[src/hw/rtl/pis_pkg.sv]
package pis_pkg;

	// field widths
	localparam int COMP_W     = 21;
	localparam int NUM_COMP   = 3;
	localparam int VEC_W      = COMP_W * NUM_COMP;
	localparam int DENS_W     = 32;
	localparam int TYPE_W     = 8;
	localparam int DT_W       = 24;
	localparam int VSTEP_W    = DT_W + 1;
	localparam int MODE_W     = 5;
	localparam int CFG_IDX_W  = 4;
	localparam int CFG_DATA_W = 24;

	// internal arithmetic widths
	localparam int ACC_PROD_W  = COMP_W + VSTEP_W + 1;
	localparam int POS_PROD_W  = COMP_W + DT_W + 1;
	localparam int DENS_PROD_W = DENS_W + VSTEP_W + 1;
	localparam int VEL_SHIFT   = 21;
	localparam int POS_SHIFT   = 20;
	localparam int VSUM_W      = ACC_PROD_W - VEL_SHIFT + 2;
	localparam int NP_W        = POS_PROD_W - POS_SHIFT + 1;
	localparam int DSUM_W      = DENS_PROD_W - VEL_SHIFT + 1;

	// register indexes on the configuration port
	localparam logic [CFG_IDX_W-1:0] REG_MODE_FLAGS = 4'd0;
	localparam logic [CFG_IDX_W-1:0] REG_TIME_STEP  = 4'd1;
	localparam logic [CFG_IDX_W-1:0] REG_X_LOWER    = 4'd2;
	localparam logic [CFG_IDX_W-1:0] REG_X_UPPER    = 4'd3;
	localparam logic [CFG_IDX_W-1:0] REG_Y_LOWER    = 4'd4;
	localparam logic [CFG_IDX_W-1:0] REG_Y_UPPER    = 4'd5;
	localparam logic [CFG_IDX_W-1:0] REG_Z_LOWER    = 4'd6;
	localparam logic [CFG_IDX_W-1:0] REG_Z_UPPER    = 4'd7;

	// mode flag bit positions
	localparam int MODE_CONT  = 0;
	localparam int MODE_AVG   = 1;
	localparam int MODE_FIX   = 2;
	localparam int MODE_THREE = 3;
	localparam int MODE_FIRST = 4;

	// reset values
	localparam logic [DT_W-1:0]   DT_RESET = 24'd1049;
	localparam logic [COMP_W-1:0] COMP_MIN = 21'h100000;
	localparam logic [COMP_W-1:0] COMP_MAX = 21'h0FFFFF;

	localparam logic signed [TYPE_W-1:0] NON_EXISTENT_CODE = 8'sd0;

	typedef logic signed [COMP_W-1:0] comp_t;

	// load strobes for the lane pipeline stages
	typedef struct packed {
		logic ld_s1;
		logic ld_s2;
		logic ld_s3;
		logic ld_s4;
	} pis_ld_t;

	// clamp a velocity sum to one component
	function automatic comp_t sat_comp(input logic signed [VSUM_W-1:0] v);
		if (v > $signed({{(VSUM_W-COMP_W){1'b0}}, COMP_MAX}))
			return $signed(COMP_MAX);
		else if (v < $signed({{(VSUM_W-COMP_W){1'b1}}, COMP_MIN}))
			return $signed(COMP_MIN);
		else
			return v[COMP_W-1:0];
	endfunction

	// clamp a density sum to the density width
	function automatic logic signed [DENS_W-1:0] sat_dens(input logic signed [DSUM_W-1:0] v);
		logic signed [DENS_W-1:0] dmax;
		logic signed [DENS_W-1:0] dmin;
		dmax = {1'b0, {(DENS_W-1){1'b1}}};
		dmin = {1'b1, {(DENS_W-1){1'b0}}};
		if (v > DSUM_W'(dmax))
			return dmax;
		else if (v < DSUM_W'(dmin))
			return dmin;
		else
			return v[DENS_W-1:0];
	endfunction

endpackage

[src/hw/rtl/pis_lane.sv]
module pis_lane import pis_pkg::*; (
	input  logic                   clk,
	input  pis_ld_t                ld,
	input  logic [VSTEP_W-1:0]     vstep,
	input  logic [DT_W-1:0]        dt,
	input  logic                   active,
	input  comp_t                  acc,
	input  comp_t                  vel,
	input  comp_t                  corr,
	input  comp_t                  pos,
	output comp_t                  vel_s4,
	output comp_t                  pos_s4,
	output logic signed [NP_W-1:0] np_s4,
	output logic                   active_s4
);

	logic signed [ACC_PROD_W-1:0] acc_prod_s1;
	comp_t                        vel_s1, corr_s1, pos_s1;
	logic                         active_s1;

	comp_t                        vel_s2, pos_s2;
	logic                         active_s2;

	logic signed [POS_PROD_W-1:0] pos_prod_s3;
	comp_t                        vel_s3, pos_s3;
	logic                         active_s3;

	logic signed [ACC_PROD_W-1:0] acc_rnd;
	logic signed [VSUM_W-1:0]     vel_sum;
	logic signed [POS_PROD_W-1:0] pos_rnd;

	// stage 1: acceleration times velocity step
	always_ff @(posedge clk) begin
		if (ld.ld_s1) begin
			acc_prod_s1 <= acc * $signed({1'b0, vstep});
			vel_s1      <= vel;
			corr_s1     <= corr;
			pos_s1      <= pos;
			active_s1   <= active;
		end
	end

	// stage 2: round, add velocity and correction, clamp
	assign acc_rnd = acc_prod_s1 + (ACC_PROD_W'(1) <<< (VEL_SHIFT - 1));
	assign vel_sum = VSUM_W'($signed(acc_rnd[ACC_PROD_W-1:VEL_SHIFT])) + VSUM_W'(vel_s1)
		+ VSUM_W'(corr_s1);

	always_ff @(posedge clk) begin
		if (ld.ld_s2) begin
			vel_s2    <= active_s1 ? sat_comp(vel_sum) : vel_s1;
			pos_s2    <= pos_s1;
			active_s2 <= active_s1;
		end
	end

	// stage 3: new velocity times time step
	always_ff @(posedge clk) begin
		if (ld.ld_s3) begin
			pos_prod_s3 <= vel_s2 * $signed({1'b0, dt});
			vel_s3      <= vel_s2;
			pos_s3      <= pos_s2;
			active_s3   <= active_s2;
		end
	end

	// stage 4: round and add to position, kept exact for the box test
	assign pos_rnd = pos_prod_s3 + (POS_PROD_W'(1) <<< (POS_SHIFT - 1));

	always_ff @(posedge clk) begin
		if (ld.ld_s4) begin
			np_s4     <= NP_W'($signed(pos_rnd[POS_PROD_W-1:POS_SHIFT])) + NP_W'(pos_s3);
			vel_s4    <= vel_s3;
			pos_s4    <= pos_s3;
			active_s4 <= active_s3;
		end
	end

endmodule

[config.mk]
export PLATFORM = sky130hd
export DESIGN_NAME = pis_lane
export DESIGN_NICKNAME = d
export VERILOG_FILES = /design/src/hw/rtl/pis_pkg.sv /design/src/hw/rtl/pis_lane.sv
export SDC_FILE = /design/constraint.sdc
export NUM_CORES = 2
export LEC_CHECK = 0
export ABC_AREA = 1
export BUFFER_PORTS_ARGS = -buffer_cell sky130_fd_sc_hd__buf_2
export CAP_MARGIN = 10
export CORE_ASPECT_RATIO = 1.5
export CORE_MARGIN = 8
export CORE_UTILIZATION = 40
export DETAILED_ROUTE_END_ITERATION = 8
export HOLD_SLACK_MARGIN = 0.08
export MAX_ROUTING_LAYER = met4
export PLACE_DENSITY = 0.59
export SYNTH_ARGS = -nofsm -noshare
export SYNTH_HDL_FRONTEND = slang
export SYNTH_SLANG_ARGS = --single-unit
[constraint.sdc]
create_clock -name clk -period 15 [get_ports clk]
set_input_delay 3 -clock clk [delete_from_list [all_inputs] [get_ports clk]]
set_output_delay 3 -clock clk [all_outputs]
set_load 0.03 [all_outputs]
# Word-level counts from Yosys, hierarchy flattened
# Index checks and enable logic that the tools add are counted.
totals:
  reg_bits: 313
  input_bits: 139
  output_inout_bits: 70
  word_cells: 28
classes:
  n_addsub: 5
  mul: 2
  n_lt_le_gt_ge: 2
  muxes: 3
op_table:
  columns: ["op", "n"]
  rows:
  - ["21-bit 2-to-1 mux", 3]
  - ["26-bit by 21-bit adder with 27-bit output", 2]
  - ["47-bit by 22-bit adder with 47-bit output, second input constant", 1]
  - ["21-bit by 26-bit multiplier with 47-bit output", 1]
  - ["46-bit by 21-bit adder with 46-bit output, second input constant", 1]
  - ["21-bit by 25-bit multiplier with 46-bit output", 1]
  - ["27-bit by 21-bit adder with 28-bit output", 1]
  - ["28-bit by 21-bit > comparator with 1-bit output, second input constant", 1]
  - ["28-bit by 21-bit < comparator with 1-bit output, second input constant", 1]

# Logic depth before layout (Yosys ltp)
logic_depth:
  word_depth: 7
  ltp_mapped: 32
  mapped_depth_nobuf: 31

# Worst setup path before layout
# OpenSTA, ideal clock, no wires.
synth_timing:
  kind: "input port to flip-flop"
  from: "input acc[6]"
  to: "register acc_prod_s1[38] (data pin)"
  setup_time_ns: 0.265
  t_arrival_ns: 8.580
  required_ns: 14.735
  path_slack_ns: 6.155
  cell_stages: 24
  n_path_buf: 2
  cell_sequence: "clkbuf_1 -> clkbuf_1 -> nand2_1 -> fa_1 -> inv_1 -> fa_1 -> inv_1 -> fa_1 -> inv_1 -> fa_1 -> fa_1 -> fa_1 -> inv_1 -> fa_1 -> inv_1 -> ha_1 -> a21oi_1 -> inv_1 -> nor2_1 -> o21ai_0 -> o21bai_1 -> a21oi_1 -> o21ai_0 -> xor2_1"
synth_via:
  elab_chain_cells: 1
synth_lines:
  columns: ["item", "line_no", "source"]
  rows:
  - ["start, declared", "pis_lane.sv:7", "input comp_t acc,"]
  - ["21-bit by 26-bit multiplier with 47-bit output", "pis_lane.sv:35", "acc_prod_s1 <= acc * $signed({1'b0, vstep});"]
  - ["end signal, assigned", "pis_lane.sv:35", null]
  - ["end, declared", "pis_lane.sv:17", "logic signed [ACC_PROD_W-1:0] acc_prod_s1;"]
# Every way passes these cells.
# A chain may end at the register's enable or synchronous reset.

# Worst setup path after layout
layout_timing:
  from: "input acc[20]"
  to: "register acc_prod_s1[39] (data pin)"
# The elaborated chain is that of the path after synthesis.

==> results.md <==
Floorplan:
- The horizontal die dimension is around 300 µm.
- Measured along the y axis, the die boundary spans 446 µm.
- For this configuration, the core starts out at a cell density of 40.3%.
- The count of standard-cell rows is 157.
- The floorplan step defined a die boundary enclosing between 0.1 and 0.15 mm².
- The number of primary I/O pins is 209.
- The core region is 0.122 mm².

Worst setup path:
- The maximum fanout along the worst path is 25.
- The startpoint type of the worst setup path is a primary input.
- The arrival time of the worst setup path is between 9 and 10 ns.
- The critical path is of the primary input to register type.
- The data required time of the critical path is 15.30 ns.
- STA classifies the critical path endpoint as a register.

Status:
- The flow ran to the end, and the final reports show no timing, DRC or antenna violations.

Cells and area:
- In the final layout, flip-flops and latches occupy 0.00823 mm².
- The count of placed standard cells in the final layout, fillers left out is 7621.
- Cells fill 43.1% of the core in the end.
- The largest registers in the layout are acc_prod_s1 x27, np_s4 x27, pos_prod_s3 x27.
- Cells with a size suffix above 1 make up 5.83% of the layout.
- Fill cells in the final layout number approximately 12000.
- The combined area of the multi-input logic cells is around 0.034 mm².
- The synthesis-to-finish area growth is 6.90%.
- The final net count is 7432.

CTS:
- The number of hold buffers added after CTS is 0.
- TritonCTS built the clock tree.
- The post-CTS resize count is 0.
- After clock tree synthesis, the clock-pin slew on the worst setup and hold paths is 0.07 ns.
- The number of setup buffers added after CTS is 0.
- The clock reaches the later pin of the worst-skew pair after roughly 0.56 ns.
- The clock buffer count from CTS is 29.
- The clock tree buffer depth is 3.
- The cell sitting at the root of the clock tree is a sky130_fd_sc_hd__clkbuf_16.
- The number of clock sinks is roughly 270.
- The number of H-tree levels is 1.

STA:
- The setup slack after layout is 5.76 ns.
- For the pin with the worst max-slew slack, the measured transition is 0.996 ns.
- For the final routed database, the setup TNS stands at 0 ns.
- The worst path needs around 9.2 ns of the cycle, external delays included.
- The relative slew slack is 33.6%.
- The worst-case clock skew is around 0.017 ns.
- The max-slew violation count is 0.
- The final period utilization is about three fifths.
- Setup repair after global routing left no endpoint under its margin.
- Based on the critical path, the design can be clocked at up to 0.108 GHz.
- The total count of hold-check failures in the final report was 0.
- Setup violations remaining at the end of the flow were counted as 0.

Logic synthesis:
- In the synthesized netlist the async set-or-reset flop fraction comes to 0%.
- Ranked by total cell area, the synthesized netlist is headed by sky130_fd_sc_hd__fa_1 36%, sky130_fd_sc_hd__edfxtp_1 17%, sky130_fd_sc_hd__inv_1 13%.
- The average instance area after synthesis is 8.28 µm².
- The post-synthesis sequential area ratio is 16.7%.
- In the synthesized netlist the dominant register cell turns out to be sky130_fd_sc_hd__edfxtp_1.
- The cell area that synthesis handed to floorplanning was 0.0492 mm².
- The count of synthesis-stage warnings from yosys is 0.
- The net count after synthesis is 7377.
- In this run, distinct cell masters in the synthesized netlist total 53.
- In this run, synthesis inferred between 200 and 300 flip-flops with an integrated enable.
- Counting flops and latches in the post-synthesis netlist gives 274.
- The fraction of post-synthesis cell area in the top cell type by area is between 30 and 40%.
- The cell count after synthesis is 5947.
- The cell taking the most area after synthesis is sky130_fd_sc_hd__fa_1.

GRT:
- The number of global-route vias before repair is 40602.
- The initial antenna violation count is 7.
- The largest net degree at the start of global routing is 71.
- Global routing used 21.5% of the available tracks across all layers.
- The total overflow left after global routing is 0.
- The first-pass GRT wire length is 220 mm.

Place:
- Routability-driven placement finished with a final weighted congestion of 0.931.
- Summed over all nets, the half-perimeter wirelength after detailed placement is 114 mm.
- The number of placed instances, taps included, is 7561.
- The number of buffers inserted by port buffering is 208.
- At the placement stage, the worst setup path has a slack of around 5.2 ns.

Detailed routing:
- Across all layers, the routed design uses 37147 vias.
- The antenna violation net count after detailed routing is 0.
- Summed over all layers, the routed wires come to 140 mm.
- For this run, the detailed router's first-pass iteration total came to 5.
- After detailed routing, the number of vias per cell comes to 4.87.
- After the first detailed-routing iteration, the DRC count stood at 1940.
- The post-detailed-route wirelength per cell is 18.4 µm.
- The final routed DRC violation total is 0.

Worst hold path:
- The class of the worst hold path is register to register.

Flow run:
- The max-capacitance violation count is 0.
[per-layer routing]
| layer | routed length, µm | global-route usage (%) | vias to the layer above |
|---|---|---|---|
| li1 | - | - | 17359 |
| met4 | 6330 | 8.38 | 0 |
| met5 | 0 | - | - |
| met1 | 50700 | 22.5 | 18542 |
| met3 | 4890 | 1.30 | 310 |
| met2 | 78200 | 41.4 | 936 |
[synthesized netlist by cell type (2+ instances only)]
cell                       count
sky130_fd_sc_hd__nand3_1      65
sky130_fd_sc_hd__nor4_1        9
sky130_fd_sc_hd__edfxtp_1    274
sky130_fd_sc_hd__fa_1        877
sky130_fd_sc_hd__ha_1        414
sky130_fd_sc_hd__nor2_4        7
sky130_fd_sc_hd__and3_1        5
sky130_fd_sc_hd__nor3_2        3
sky130_fd_sc_hd__buf_6         4
sky130_fd_sc_hd__o21bai_1      5
sky130_fd_sc_hd__nor2_1      214
sky130_fd_sc_hd__a21oi_1     154
sky130_fd_sc_hd__buf_2         2
sky130_fd_sc_hd__clkbuf_1    199
sky130_fd_sc_hd__nand2_1    1561
sky130_fd_sc_hd__inv_2         6
sky130_fd_sc_hd__o211ai_1      4
sky130_fd_sc_hd__o31ai_1       2
sky130_fd_sc_hd__nor2_2        4
sky130_fd_sc_hd__nor4_2        2
sky130_fd_sc_hd__nor3_1       31
sky130_fd_sc_hd__xnor2_1      43
sky130_fd_sc_hd__o21ai_0      76
sky130_fd_sc_hd__nand3b_1      2
sky130_fd_sc_hd__o21a_1       21
sky130_fd_sc_hd__a21o_1       12
sky130_fd_sc_hd__nand4_1      28
sky130_fd_sc_hd__o21ai_1       4
sky130_fd_sc_hd__nand3_2       4
sky130_fd_sc_hd__a21boi_0      3
sky130_fd_sc_hd__or2_2        25
sky130_fd_sc_hd__a211oi_1      5
sky130_fd_sc_hd__a31oi_1      24
sky130_fd_sc_hd__inv_1      1734
sky130_fd_sc_hd__nand2_2      11
sky130_fd_sc_hd__buf_1         3
sky130_fd_sc_hd__a21oi_2       2
sky130_fd_sc_hd__xor2_1       93
[cell families (layout without fill, tap and decap cells)]
logic type,after synthesis,count (layout),share of synthesized area (%)
XOR/XNOR,136,136,2.42
other,0,8,0
flip-flops,274,274,16.7
buffers and inverters,1948,2024,14.9
AO/OA/AOI/OAI,320,320,3.67
AND/OR/NAND/NOR,1978,1978,16.1
adder cells (fa/ha/maj),1291,1291,46.2
[cells in the final DEF (no fill, tap or decap), types with 21 or more instances in the layout]
cell,synthesis,layout
sky130_fd_sc_hd__buf_2,2,206
sky130_fd_sc_hd__xnor2_1,43,43
sky130_fd_sc_hd__fa_1,877,877
sky130_fd_sc_hd__a31oi_1,24,24
sky130_fd_sc_hd__nor3_1,31,31
sky130_fd_sc_hd__o21ai_0,76,76
sky130_fd_sc_hd__xor2_1,93,93
sky130_fd_sc_hd__ha_1,414,414
sky130_fd_sc_hd__buf_4,0,26
sky130_fd_sc_hd__o21a_1,21,21
sky130_fd_sc_hd__nor2_1,214,214
sky130_fd_sc_hd__clkbuf_16,0,29
sky130_fd_sc_hd__or2_2,25,25
sky130_fd_sc_hd__nand2_1,1561,1561
sky130_fd_sc_hd__nand4_1,28,28
sky130_fd_sc_hd__edfxtp_1,274,274
sky130_fd_sc_hd__inv_1,1734,1734
sky130_fd_sc_hd__a21oi_1,154,154
sky130_fd_sc_hd__nand3_1,65,65
[path summary, 6_finish.rpt]
check	start	endpoint	slack (ns)	cells after the start
worst min-delay path	active_s2	active_s3	0.42	0
worst max-delay path	acc[20]	acc_prod_s1[39]	5.76	22
worst min register to register	active_s2	active_s3	0.42	0
worst max register to register	vel_s2[20]	pos_prod_s3[43]	8.15	23
[metrics by stage]
step | hold WS (ns) | instance area, µm²
after global routing | 0.422 | 52600
after global placement | 0.401 | 51600
after CTS | 0.418 | 52600
after floorplan | 0.400 | 49200
final | 0.416 | 52600
after detailed placement | 0.405 | 51600
[critical path, stage by stage]
cell and delay (ns):
sky130_fd_sc_hd__buf_2 0.16, sky130_fd_sc_hd__inv_1 0.73, sky130_fd_sc_hd__nor2_1 0.15, sky130_fd_sc_hd__fa_1 0.53, sky130_fd_sc_hd__inv_1 0.05, sky130_fd_sc_hd__fa_1 0.47
sky130_fd_sc_hd__inv_1 0.05, sky130_fd_sc_hd__fa_1 0.45, sky130_fd_sc_hd__fa_1 0.51, sky130_fd_sc_hd__fa_1 0.43, sky130_fd_sc_hd__fa_1 0.53, sky130_fd_sc_hd__inv_1 0.07
sky130_fd_sc_hd__fa_1 0.47, sky130_fd_sc_hd__inv_1 0.04, sky130_fd_sc_hd__ha_1 0.34, sky130_fd_sc_hd__nand2_1 0.12, sky130_fd_sc_hd__nor2_1 0.13, sky130_fd_sc_hd__inv_1 0.11
sky130_fd_sc_hd__nor4_1 0.61, sky130_fd_sc_hd__nand3_1 0.22, sky130_fd_sc_hd__nand3_1 0.22, sky130_fd_sc_hd__xor2_1 0.11
[final cells by class]
cell class	count	share of cell area (%)
antenna	8	0.0380
clock inverter	22	0.464
sequential	274	15.6
inverter	1740	12.4
clock buffer	30	1.39
multi-input combinational	3725	64.0
tap	1590	3.78
timing repair buffer	232	2.33
Power is left out: the tool's default activity adds up to more than one toggle a clock period on the data nets, which glitch-free logic cannot reach.
